### src/rtl/dlr_pkg.sv
// Shared constants, state encoding and control bundles of the DDA line rasterizer.
`default_nettype none

package dlr_pkg;

  localparam int CoordBitsDef = 12;
  localparam int FracBitsDef  = 10;
  localparam int ColorBits    = 32;

  // Item kind on the input tuser bit
  localparam logic OpStart = 1'b0;
  localparam logic OpStep  = 1'b1;

  typedef enum logic [1:0] {
    ST_IDLE,
    ST_ACTIVE,
    ST_DIV,
    ST_FINISH
  } dlr_state_e;

  // Controller -> datapath
  typedef struct packed {
    logic load;       // start item accepted: set up line, emit first pixel
    logic step;       // step item accepted while a line is active
    logic div_step;   // one slope division iteration
    logic div_first;  // first iteration: compare without shifting
    logic finish;     // write minor step, advance past first pixel
  } dlr_cmd_t;

  // Datapath -> controller
  typedef struct packed {
    logic pl_zero;    // no pixels left
    logic pl_one;     // next step emits the final pixel
  } dlr_sts_t;

endpackage

`default_nettype wire

### src/rtl/dlr_ctrl.sv
// Controller of the DDA line rasterizer: handshake, divider sequencing, line state.
`default_nettype none

module dlr_ctrl
  import dlr_pkg::*;
#(
  parameter int FRAC_BITS = FracBitsDef
) (
  input  logic     clk_i,
  input  logic     rst_ni,
  input  logic     in_valid_i,
  input  logic     in_op_i,
  output logic     in_ready_o,
  output logic     out_valid_o,
  input  logic     out_ready_i,
  input  dlr_sts_t sts_i,
  output dlr_cmd_t cmd_o
);

  localparam int CntW = $clog2(FRAC_BITS + 1);
  localparam logic [CntW-1:0] CntTop = CntW'(FRAC_BITS);

  dlr_state_e state_q, state_d;
  logic [CntW-1:0] cnt_q, cnt_d;
  logic out_valid_q, out_valid_d;
  logic out_free, accept;

  assign out_free    = !out_valid_q || out_ready_i;
  assign in_ready_o  = ((state_q == ST_IDLE) || (state_q == ST_ACTIVE)) && out_free;
  assign accept      = in_valid_i && in_ready_o;
  assign out_valid_o = out_valid_q;

  always_comb begin
    state_d = state_q;
    cnt_d   = cnt_q;
    cmd_o   = '0;
    case (state_q)
      ST_IDLE, ST_ACTIVE: begin
        if (accept && (in_op_i == OpStart)) begin
          cmd_o.load = 1'b1;
          cnt_d      = CntTop;
          state_d    = ST_DIV;
        end else if (accept && (state_q == ST_ACTIVE)) begin
          cmd_o.step = 1'b1;
          if (sts_i.pl_one) begin
            state_d = ST_IDLE;
          end
        end
      end
      ST_DIV: begin
        cmd_o.div_step  = 1'b1;
        cmd_o.div_first = (cnt_q == CntTop);
        if (cnt_q == '0) begin
          state_d = ST_FINISH;
        end else begin
          cnt_d = cnt_q - 1'b1;
        end
      end
      ST_FINISH: begin
        cmd_o.finish = 1'b1;
        state_d      = sts_i.pl_zero ? ST_IDLE : ST_ACTIVE;
      end
      default: begin
        state_d = ST_IDLE;
      end
    endcase
  end

  always_comb begin
    if (cmd_o.load || cmd_o.step) begin
      out_valid_d = 1'b1;
    end else if (out_ready_i) begin
      out_valid_d = 1'b0;
    end else begin
      out_valid_d = out_valid_q;
    end
  end

  always_ff @(posedge clk_i or negedge rst_ni) begin
    if (!rst_ni) begin
      state_q     <= ST_IDLE;
      cnt_q       <= '0;
      out_valid_q <= 1'b0;
    end else begin
      state_q     <= state_d;
      cnt_q       <= cnt_d;
      out_valid_q <= out_valid_d;
    end
  end

endmodule

`default_nettype wire

### src/rtl/dlr_datapath.sv
// Datapath of the DDA line rasterizer: setup, serial slope divider, accumulators, output register.
`default_nettype none

module dlr_datapath
  import dlr_pkg::*;
#(
  parameter int COORD_BITS = CoordBitsDef,
  parameter int FRAC_BITS  = FracBitsDef
) (
  input  logic                         clk_i,
  input  dlr_cmd_t                     cmd_i,
  input  logic signed [COORD_BITS-1:0] start_x_i,
  input  logic signed [COORD_BITS-1:0] start_y_i,
  input  logic signed [COORD_BITS-1:0] end_x_i,
  input  logic signed [COORD_BITS-1:0] end_y_i,
  input  logic        [ColorBits-1:0]  color_i,
  output logic signed [COORD_BITS-1:0] pixel_x_o,
  output logic signed [COORD_BITS-1:0] pixel_y_o,
  output logic        [ColorBits-1:0]  out_color_o,
  output logic                         last_pixel_o,
  output dlr_sts_t                     sts_o
);

  localparam int AccW  = COORD_BITS + FRAC_BITS + 1;
  localparam int StepW = FRAC_BITS + 2;
  localparam int LenW  = COORD_BITS + 1;
  localparam logic [StepW-1:0] StepOne    = StepW'(1) << FRAC_BITS;
  localparam logic [StepW-1:0] StepNegOne = ~StepOne + 1'b1;

  // Line state
  logic [AccW-1:0]     x_acc_q, x_acc_d, y_acc_q, y_acc_d;
  logic [StepW-1:0]    x_step_q, x_step_d, y_step_q, y_step_d;
  logic [LenW-1:0]     pl_q, pl_d;
  logic [ColorBits-1:0] color_q;
  // Divider state
  logic [LenW-1:0]     len_q, rem_q, rem_d;
  logic [FRAC_BITS:0]  quo_q, quo_d;
  logic                minor_neg_q, x_major_q;
  // Output register
  logic [COORD_BITS-1:0] px_q, py_q, px_d, py_d;
  logic                  last_q, last_d;

  // Setup
  logic [LenW-1:0] dx, dy, adx, ady, major_abs, minor_abs;
  logic            x_major, minor_neg;

  assign dx        = {end_x_i[COORD_BITS-1], end_x_i} - {start_x_i[COORD_BITS-1], start_x_i};
  assign dy        = {end_y_i[COORD_BITS-1], end_y_i} - {start_y_i[COORD_BITS-1], start_y_i};
  assign adx       = dx[LenW-1] ? (~dx + 1'b1) : dx;
  assign ady       = dy[LenW-1] ? (~dy + 1'b1) : dy;
  assign x_major   = (adx >= ady);
  assign major_abs = x_major ? adx : ady;
  assign minor_abs = x_major ? ady : adx;
  assign minor_neg = x_major ? dy[LenW-1] : dx[LenW-1];

  // Divider iteration: |minor| + 1 <= len, so the quotient fits FRAC_BITS + 1 bits
  logic [LenW-1:0] rem_sh;
  logic            ge;
  assign rem_sh = cmd_i.div_first ? rem_q : {rem_q[LenW-2:0], 1'b0};
  assign ge     = (rem_sh >= len_q);

  // Minor step with sign, and the step actually added this cycle
  logic [StepW-1:0] quo_ext, minor_step, x_add, y_add;
  assign quo_ext    = {1'b0, quo_q};
  assign minor_step = minor_neg_q ? (~quo_ext + 1'b1) : quo_ext;
  assign x_add = (cmd_i.finish && !x_major_q) ? minor_step : x_step_q;
  assign y_add = (cmd_i.finish &&  x_major_q) ? minor_step : y_step_q;

  always_comb begin
    x_acc_d  = x_acc_q;
    y_acc_d  = y_acc_q;
    x_step_d = x_step_q;
    y_step_d = y_step_q;
    pl_d     = pl_q;
    rem_d    = rem_q;
    quo_d    = quo_q;
    px_d     = px_q;
    py_d     = py_q;
    last_d   = last_q;
    if (cmd_i.load) begin
      x_acc_d = {start_x_i[COORD_BITS-1], start_x_i, {FRAC_BITS{1'b0}}};
      y_acc_d = {start_y_i[COORD_BITS-1], start_y_i, {FRAC_BITS{1'b0}}};
      if (x_major) begin
        x_step_d = dx[LenW-1] ? StepNegOne : StepOne;
      end else begin
        y_step_d = dy[LenW-1] ? StepNegOne : StepOne;
      end
      pl_d   = major_abs;
      rem_d  = minor_abs + 1'b1;
      quo_d  = '0;
      px_d   = start_x_i;
      py_d   = start_y_i;
      last_d = (major_abs == '0);
    end
    if (cmd_i.div_step) begin
      rem_d = ge ? (rem_sh - len_q) : rem_sh;
      quo_d = {quo_q[FRAC_BITS-1:0], ge};
    end
    if (cmd_i.step) begin
      px_d   = x_acc_q[FRAC_BITS +: COORD_BITS];
      py_d   = y_acc_q[FRAC_BITS +: COORD_BITS];
      last_d = (pl_q == LenW'(1));
      pl_d   = pl_q - 1'b1;
    end
    if (cmd_i.finish) begin
      x_step_d = x_add;
      y_step_d = y_add;
    end
    if (cmd_i.step || cmd_i.finish) begin
      x_acc_d = x_acc_q + {{(AccW-StepW){x_add[StepW-1]}}, x_add};
      y_acc_d = y_acc_q + {{(AccW-StepW){y_add[StepW-1]}}, y_add};
    end
  end

  always_ff @(posedge clk_i) begin
    x_acc_q  <= x_acc_d;
    y_acc_q  <= y_acc_d;
    x_step_q <= x_step_d;
    y_step_q <= y_step_d;
    pl_q     <= pl_d;
    rem_q    <= rem_d;
    quo_q    <= quo_d;
    px_q     <= px_d;
    py_q     <= py_d;
    last_q   <= last_d;
    if (cmd_i.load) begin
      color_q     <= color_i;
      len_q       <= major_abs + 1'b1;
      minor_neg_q <= minor_neg;
      x_major_q   <= x_major;
    end
  end

  assign pixel_x_o    = px_q;
  assign pixel_y_o    = py_q;
  assign out_color_o  = color_q;
  assign last_pixel_o = last_q;
  assign sts_o.pl_zero = (pl_q == '0);
  assign sts_o.pl_one  = (pl_q == LenW'(1));

endmodule

`default_nettype wire

### src/rtl/dda_line_rasterizer.sv
// Top level of the fixed-point DDA line rasterizer.
// Start item: first pixel is registered out in the cycle after acceptance; the input then stalls
//   during the FRAC_BITS + 1 divider iterations and the finish step.
// Step item: one pixel per cycle while the output is taken, set by the accumulator add.
// A step while idle is accepted and yields nothing. A start restarts any running line.
// Reset (rst_ni low, asynchronous) returns to idle with no output pending.
`default_nettype none

module dda_line_rasterizer
  import dlr_pkg::*;
#(
  parameter int COORD_BITS = CoordBitsDef,
  parameter int FRAC_BITS  = FracBitsDef,
  localparam int SDataW = ((4 * COORD_BITS + ColorBits + 7) / 8) * 8,
  localparam int MDataW = ((2 * COORD_BITS + ColorBits + 7) / 8) * 8
) (
  input  logic              clk_i,
  input  logic              rst_ni,
  // Input items
  input  logic              s_axis_tvalid,
  output logic              s_axis_tready,
  input  logic [SDataW-1:0] s_axis_tdata,  // start_x, start_y, end_x, end_y, pixel_color
  input  logic              s_axis_tuser,  // op: 0 start line, 1 step
  // Result items
  output logic              m_axis_tvalid,
  input  logic              m_axis_tready,
  output logic [MDataW-1:0] m_axis_tdata,  // pixel_x, pixel_y, out_color
  output logic              m_axis_tlast   // last_pixel
);

  dlr_cmd_t cmd;
  dlr_sts_t sts;

  logic signed [COORD_BITS-1:0] start_x, start_y, end_x, end_y;
  logic        [ColorBits-1:0]  pixel_color;
  logic signed [COORD_BITS-1:0] pixel_x, pixel_y;
  logic        [ColorBits-1:0]  out_color;

  // Unpack input item, lowest field first
  assign start_x     = s_axis_tdata[0 +: COORD_BITS];
  assign start_y     = s_axis_tdata[COORD_BITS +: COORD_BITS];
  assign end_x       = s_axis_tdata[2*COORD_BITS +: COORD_BITS];
  assign end_y       = s_axis_tdata[3*COORD_BITS +: COORD_BITS];
  assign pixel_color = s_axis_tdata[4*COORD_BITS +: ColorBits];

  // Controller: accepts items only in idle/active with the output register free,
  // then sequences the slope division after a start.
  dlr_ctrl #(
    .FRAC_BITS (FRAC_BITS)
  ) u_ctrl (
    .clk_i       (clk_i),
    .rst_ni      (rst_ni),
    .in_valid_i  (s_axis_tvalid),
    .in_op_i     (s_axis_tuser),
    .in_ready_o  (s_axis_tready),
    .out_valid_o (m_axis_tvalid),
    .out_ready_i (m_axis_tready),
    .sts_i       (sts),
    .cmd_o       (cmd)
  );

  // Datapath: setup arithmetic, restoring divider, accumulators and output register.
  dlr_datapath #(
    .COORD_BITS (COORD_BITS),
    .FRAC_BITS  (FRAC_BITS)
  ) u_dp (
    .clk_i        (clk_i),
    .cmd_i        (cmd),
    .start_x_i    (start_x),
    .start_y_i    (start_y),
    .end_x_i      (end_x),
    .end_y_i      (end_y),
    .color_i      (pixel_color),
    .pixel_x_o    (pixel_x),
    .pixel_y_o    (pixel_y),
    .out_color_o  (out_color),
    .last_pixel_o (m_axis_tlast),
    .sts_o        (sts)
  );

  // Pack result item, zero padded to whole bytes
  assign m_axis_tdata = MDataW'({out_color, pixel_y, pixel_x});

endmodule

`default_nettype wire
### config.mk
export PLATFORM = sky130hd
export DESIGN_NAME = dda_line_rasterizer
export DESIGN_NICKNAME = d
export VERILOG_FILES = /design/src/rtl/dlr_pkg.sv /design/src/rtl/dlr_ctrl.sv /design/src/rtl/dlr_datapath.sv /design/src/rtl/dda_line_rasterizer.sv
export SDC_FILE = /design/constraint.sdc
export NUM_CORES = 1
export LEC_CHECK = 0
export ABC_CLOCK_PERIOD_IN_PS = 6300
export BUFFER_PORTS_ARGS = -buffer_cell sky130_fd_sc_hd__clkbuf_2
export CORE_MARGIN = 1
export CORE_UTILIZATION = 55
export DETAILED_ROUTE_END_ITERATION = 8
export PLACE_DENSITY_LB_ADDON = 0.25
export SETUP_SLACK_MARGIN = 0.15
export SYNTH_ARGS = -nofsm -noshare
export SYNTH_HDL_FRONTEND = slang
export SYNTH_HIERARCHICAL = 1
export SYNTH_SLANG_ARGS = --single-unit
### constraint.sdc
create_clock -name clk_i -period 6.3 [get_ports clk_i]
set_input_delay 0.945 -clock clk_i [delete_from_list [all_inputs] [get_ports clk_i]]
set_output_delay 0.945 -clock clk_i [all_outputs]
set_load 0.01 [all_outputs]
==> run metrics, run 1 <==
status completed; asr flop ratio synth 0.0380; grt ovf 0; DP Cell Count 1911; layout cells sized above 1 0.172; largest net degree at the start of global routing 73; crit path buf inv count 4; # diodes 0; Core ar. 24300 um^2; Vias/cell 5.75; DP Worst Slack 0.0799 ns; Power Total 7.62 mW; Crit Path Category in2reg; Avg WL per Cell 17.1 um; CTS Sinks 184; max-cap viol count 0; vias 11186; Yosys warning count 6; placer congestion estimate roughly 0.91; Syn Inst Count 1436; area fraction of the dominant cell type after synthesis 0.390; Mapped Area approximately 14000 um^2; Total GRT Usage 0.264; EDFF count, synth ~180; Worst-path clk slew approximately 0.08 ns; Die Wd 159 um; maximum clock path buffer count 2; CP max stage cell fa_1; Reg2Reg Depth 18; Synth area leaders edfxtp_1 (39%), ha_1 (9.3%), o21ai_0 (4.6%); die height 159 um; number of port buffers 143; critical path's largest stage delay 0.40 ns; Site Rows 57; Clock Skew 0.0181 ns; CTS tree done; most frequent cells in the layout edfxtp_1 (177), clkbuf_2 (143), nand2_1 (142); Layout area overhead 14.7%; setup violators final 0; Mapped Nets 1627; nets 1799; Max Clk Rate between 150 and 200 MHz; Hold Crit Class in2async; Yosys reg bits 184; flop2flop setup slack 0.92 ns; worst hold slack approximately 0.34 ns; I/O Pins 144; post-detail-place hpwl 25.0 mm; Initial DRC Count approximately 950; endpoints failing hold 0; initial antenna violation count 0; maximum VDD drop 0.000224 V; CP delay by family, top compound AO/OA/AOI/OAI gates; wirelength, routed 33.2 mm; Slew @ Worst Pin 1.11 ns; H-tree levels 4; commonest non-fill, non-tap cell in the layout edfxtp_1; Min Clock Period, post-route between 5 and 6 ns; crit-path cells clkbuf_2 > ha_1 > fa_1 > nand2b_1 > a21boi_1 > o2111ai_1 > a21o_1 > and3_1 > or2_2 > inv_1 > ha_1 > a211oi_1 > o31ai_1 > a21oi_1 > o21ai_0 > a31oi_1 > nor2_1 > o31ai_2 > o211ai_4 > buf_4 > buf_4 > mux2i_1 > nand3b_1 > nand2_1; area of the die 25400 um^2; via count of the first global-routing pass 10659; setup TNS 0 ns; register area share after synthesis 0.403; Hold Buf Count CTS 0; CTS Buf Count 17; root buffer cell clkbuf_16; residual DRC count 0; Pwr Density between 400 and 500 nW/um^2; CP Max Fanout 23; Initial Util 0.560; Yosys top cell by area edfxtp_1; setup ws final between 0.5 and 0.6 ns; router iterations before antenna repair 5; Startpoint Class input pin; unrepaired setup endpoints after global routing no; worst rel slew slack 0.257; Final period util 0.915; Mean Syn Cell Area 9.49 um^2; Crit. End Element flop; final non-filler cell total 1945; Fill cells 2021; first-pass GRT wire length 53.8 mm; top_reg_cell synth edfxtp_1; clk_lat worst skew 0.44 ns; Synth cell types 84; ANT nets after route 0; Crit path depth 24; Worst EP arrival around 5.9 ns; Slew Limit Fails 0; reported leakage power 6.55 nW; WP data required 6.47 ns
through the flow:
stage	util	instance area (um^2)
6_report	0.643	15600
5_1_grt	0.643	15600
4_1_cts	0.642	15600
3_5_place_dp	0.616	15000
3_3_place_gp	0.616	15000
2_1_floorplan	-	13600
report_power, final:
| group | internal (mW) | switching [mW] | leakage, nW |
|---|---|---|---|
| logic | 1.77 | 2.58 | 4.50 |
| registers | 1.94 | 0.195 | 1.75 |
| clock network | 0.580 | 0.557 | 0.304 |
registers in the layout, indices dropped and copies added, names as in the netlist:
name	flops
u_dp/quo_q	11
u_dp/out_color_o	32
u_dp/rem_q	13
u_dp/len_q	13
u_dp/x_major_q	1
u_dp/pl_q	13
u_dp/y_acc_q	22
u_ctrl/state_q	2
u_ctrl/out_valid_o	1
u_dp/pixel_y_o	12
u_dp/pixel_x_o	12
u_dp/last_pixel_o	1
u_dp/x_step_q	12
u_dp/minor_neg_q	1
u_dp/x_acc_q	22
u_ctrl/cnt_q	4
u_dp/y_step_q	12
repair_timing:
| item | 4_1_cts | 5_1_grt |
|---|---|---|
| setup buffers | 0 | 2 |
| endpoints found under the setup margin | 0 | 6 |
| resized for setup | 0 | 2 |
layer usage:
metal | track usage | routed length (um) | vias to the layer above
li1 | - | - | 5524
met3 | 0.0479 | 1930 | 54
met5 | 0 | 0 | -
met4 | 0.0878 | 739 | 0
met2 | 0.437 | 15700 | 333
met1 | 0.349 | 14800 | 5275
Yosys cell counts, types with 5 or more instances:
library cell and n:
a211oi_1 9, a21boi_0 5, a21o_1 19, a21oi_1 76, a31oi_1 12, and2_1 36, and3_1 10, clkbuf_1 34
dfrtp_1 7, edfxtp_1 177, fa_1 5, ha_1 101, inv_1 103, mux2_2 16, mux2i_1 43, nand2_1 143
nand2b_1 18, nand3_1 25, nand4_1 9, nor2_1 106, nor2b_1 21, nor3_1 47, nor3b_1 5, nor4_1 7
o2111ai_1 5, o211ai_1 11, o21a_1 11, o21ai_0 125, o21ai_1 6, o21bai_1 9, o31ai_1 10, or2_2 7
or3_1 13, or4_1 7, xnor2_1 62, xor2_1 52
cell type report:
| cell class | instances | area [um^2] | area share |
|---|---|---|---|
| Clock buffer | 17 | 425 | 0.0272 |
| Tap cell | 324 | 405 | 0.0259 |
| Sequential cell | 184 | 5490 | 0.351 |
| Multi-Input combinational cell | 1102 | 7580 | 0.485 |
| Clock inverter | 15 | 195 | 0.0125 |
| Timing Repair Buffer | 200 | 1140 | 0.0732 |
| Inverter | 103 | 387 | 0.0247 |
kinds of logic after synthesis:
kind of cell	count (synthesis)	synth area share
xor gates and xnor gates	115	0.0749
and+or+nand+nor	479	0.174
adders and majority gates	106	0.100
muxes	60	0.0467
AOI/OAI and AO/OA	342	0.157
DFF	184	0.403
buffers and inverters	150	0.0439
worst paths after layout:
| path | startpoint | end |
|---|---|---|
| max | s_axis_tdata[12] | u_dp/len_q[12] |
| min | rst_ni | u_ctrl/cnt_q[3] |
| max reg2reg | u_ctrl/state_q[1] | u_dp/x_acc_q[20] |
| min reg2reg | u_ctrl/out_valid_o | u_ctrl/out_valid_o |
| max in group asynchronous | rst_ni | u_ctrl/state_q[1] |
| min in group clk_i | u_ctrl/out_valid_o | u_ctrl/out_valid_o |
No activity file was read; power rests on OpenSTA's default activity.
==> run 2: changes to the inputs <==
Settings changed: CORE_UTILIZATION 55 to 56, CTS_BUF_LIST from default to sky130_fd_sc_hd__clkbuf_4, TNS_END_PERCENT from default to 1.
==> run 2 against run 1 <==
Effect of this change:
- routed wire length fell by 2.3%
- sequential power barely moved
- first-iteration DRC count fell by 5.0%
- utilization rose by 0.21 points
- clock power fell by 38%
- global-route usage rose by 0.36 points
- largest power group unchanged
- sequential cell count did not move
- setup slack improved by 0.020 ns
- largest cell class unchanged
- final area fell by 2.3%
- fmax rose by 0.35%
- register-to-register slack improved by 0.20 ns
- worst hold slack got worse by 0.19 ns
==> run metrics, run 2 (same netlist as run 1, synthesis figures left out) <==
max reg flops 32 (unchanged); clk_lat worst skew 0.60 ns (was 0.44 ns); commonest non-fill, non-tap cell in the layout edfxtp_1 (unchanged); endpoints failing hold 0 (unchanged); initial antenna violation count 1 (was 0); ANT nets after route 0 (unchanged); Avg WL per Cell 16.8 um (was 17.1 um); CTS Sinks 184 (unchanged); Worst-path clk slew 0.19 ns (was 0.08 ns); Power Total 7.13 mW (was 7.62 mW); CTS Buf Count 17 (unchanged); Fill cells 2003 (was 2021); Clock Skew 0.0317 ns (was 0.0181 ns); Site Rows 56 (was 57); unrepaired setup endpoints after global routing no (unchanged); Slew Limit Fails 0 (unchanged); H-tree levels 4 (unchanged); largest net degree at the start of global routing 73 (unchanged); Total GRT Usage 0.268 (was 0.264); layout cells sized above 1 0.168 (was 0.172); maximum VDD drop 0.000282 V (was 0.000224 V); Slew @ Worst Pin 1.16 ns (was 1.11 ns); area of the die 25000 um^2 (was 25400 um^2); Pwr Density 467 nW/um^2 (was 488 nW/um^2); Crit. End Element flop (unchanged); wirelength, routed 32.4 mm (was 33.2 mm); placer congestion estimate 0.940 (was 0.913); setup TNS 0 ns (unchanged); Layout area overhead 12.0% (was 14.7%); root buffer cell clkbuf_4 (was clkbuf_16); via count of the first global-routing pass 10475 (was 10659); CTS tree done (unchanged); Initial Util 0.575 (was 0.560); DP Cell Count 1901 (was 1911); Worst EP arrival 6.09 ns (was 5.94 ns); most frequent cells in the layout edfxtp_1 (177), clkbuf_2 (143), nand2_1 (142) (unchanged); Max Clk Rate 174 MHz (was 173 MHz); Initial DRC Count 906 (was 954); number of port buffers 143 (unchanged); Core ar. 23700 um^2 (was 24300 um^2); CP Max Fanout 9 (was 23); worst rel slew slack 0.223 (was 0.257); die height 158 um (was 159 um); Min Clock Period, post-route 5.75 ns (was 5.77 ns); final non-filler cell total 1934 (was 1945); I/O Pins 144 (unchanged); Hold Crit Class in2async (unchanged); WP data required 6.64 ns (was 6.47 ns); Startpoint Class input pin (unchanged); Final period util 0.912 (was 0.915); Hold Buf Count CTS 0 (unchanged); Final Core Density 0.645 (was 0.643); grt ovf 0 (unchanged); Vias/cell 5.78 (was 5.75); first-pass GRT wire length 52.4 mm (was 53.8 mm); post-detail-place hpwl 24.6 mm (was 25.0 mm); router iterations before antenna repair 7 (was 5); status completed (unchanged); post-CTS setup repair buffer count 0 (unchanged); residual DRC count 0 (unchanged); max-cap viol count 0 (unchanged); reported leakage power 6.38 nW (was 6.55 nW); maximum clock path buffer count 2 (unchanged); post_cts resized 0 (unchanged); nets 1792 (was 1799); vias 11181 (was 11186); setup violators final 0 (unchanged); Die Wd 158 um (was 159 um); Crit Path Category in2reg (unchanged)
-- run 2: final cells by class --
| cell class | count | area (um^2) | area share |
|---|---|---|---|
| flip-flops and latches | 184 | 5490 | 0.360 |
| diodes | 1 | 2.50 | 0.000164 |
| clock buffers | 17 | 128 | 0.00836 |
| multi-input cells | 1102 | 7580 | 0.496 |
| inverters | 103 | 387 | 0.0253 |
| repair buffers | 193 | 1090 | 0.0714 |
| well taps | 319 | 399 | 0.0261 |
| clock inverters | 15 | 194 | 0.0127 |
-- run 2: final timing paths --
kind | depth (start not counted) | endpoint | start | slack [ns]
worst min-delay path | 1 | u_ctrl/cnt_q[2] | rst_ni | 0.15
worst max-delay path | 23 | u_dp/rem_q[10] | s_axis_tdata[12] | 0.55
min in group clk_i | 1 | u_dp/out_color_o[27] | s_axis_tdata[75] | 0.51
worst max register to register | 18 | u_dp/x_acc_q[20] | u_ctrl/state_q[1] | 1.12
max in group asynchronous | 1 | u_ctrl/cnt_q[1] | rst_ni | 5.96
worst min register to register | 2 | u_ctrl/out_valid_o | u_ctrl/out_valid_o | 0.59
-- run 2: worst max-delay path: stages --
cell       delay [ns]
clkbuf_2         0.11
ha_1             0.23
fa_1             0.41
nand2b_1         0.21
a21boi_1         0.23
o31ai_1          0.14
a2111oi_0        0.46
buf_4            0.20
a41oi_1          0.13
xnor2_1          0.46
ha_1             0.34
a21o_1           0.16
a31oi_1          0.17
nor2_1           0.07
o31ai_2          0.35
o211ai_4         0.19
mux2i_1          0.28
ha_2             0.33
nand4_1          0.18
nor2_1           0.17
xnor2_1          0.08
mux2i_1          0.14
mux2i_1          0.09
-- run 2: layer usage --
layer	vias to the layer above	track usage	wire, um
li1	5515	-	-
met1	5252	0.352	14500
met2	361	0.453	15200
met3	53	0.0452	1940
met4	0	0.0751	714
met5	-	0	0
-- run 2: metrics by stage --
step | instance area (um^2) | hold slack, ns | setup WS (ns)
after floorplan | 13600 | 0.531 | 0.0927
after global placement | 14900 | 0.525 | 0.125
after detailed placement | 14900 | 0.542 | -0.126
after CTS | 15300 | 0.116 | 0.508
after global routing | 15300 | 0.100 | 0.161
final | 15300 | 0.152 | 0.554
-- run 2: power breakdown --
group	internal (mW)	switching [mW]
clock network	0.195	0.512
registers	1.93	0.196
logic	1.75	2.55
total	3.88	3.26
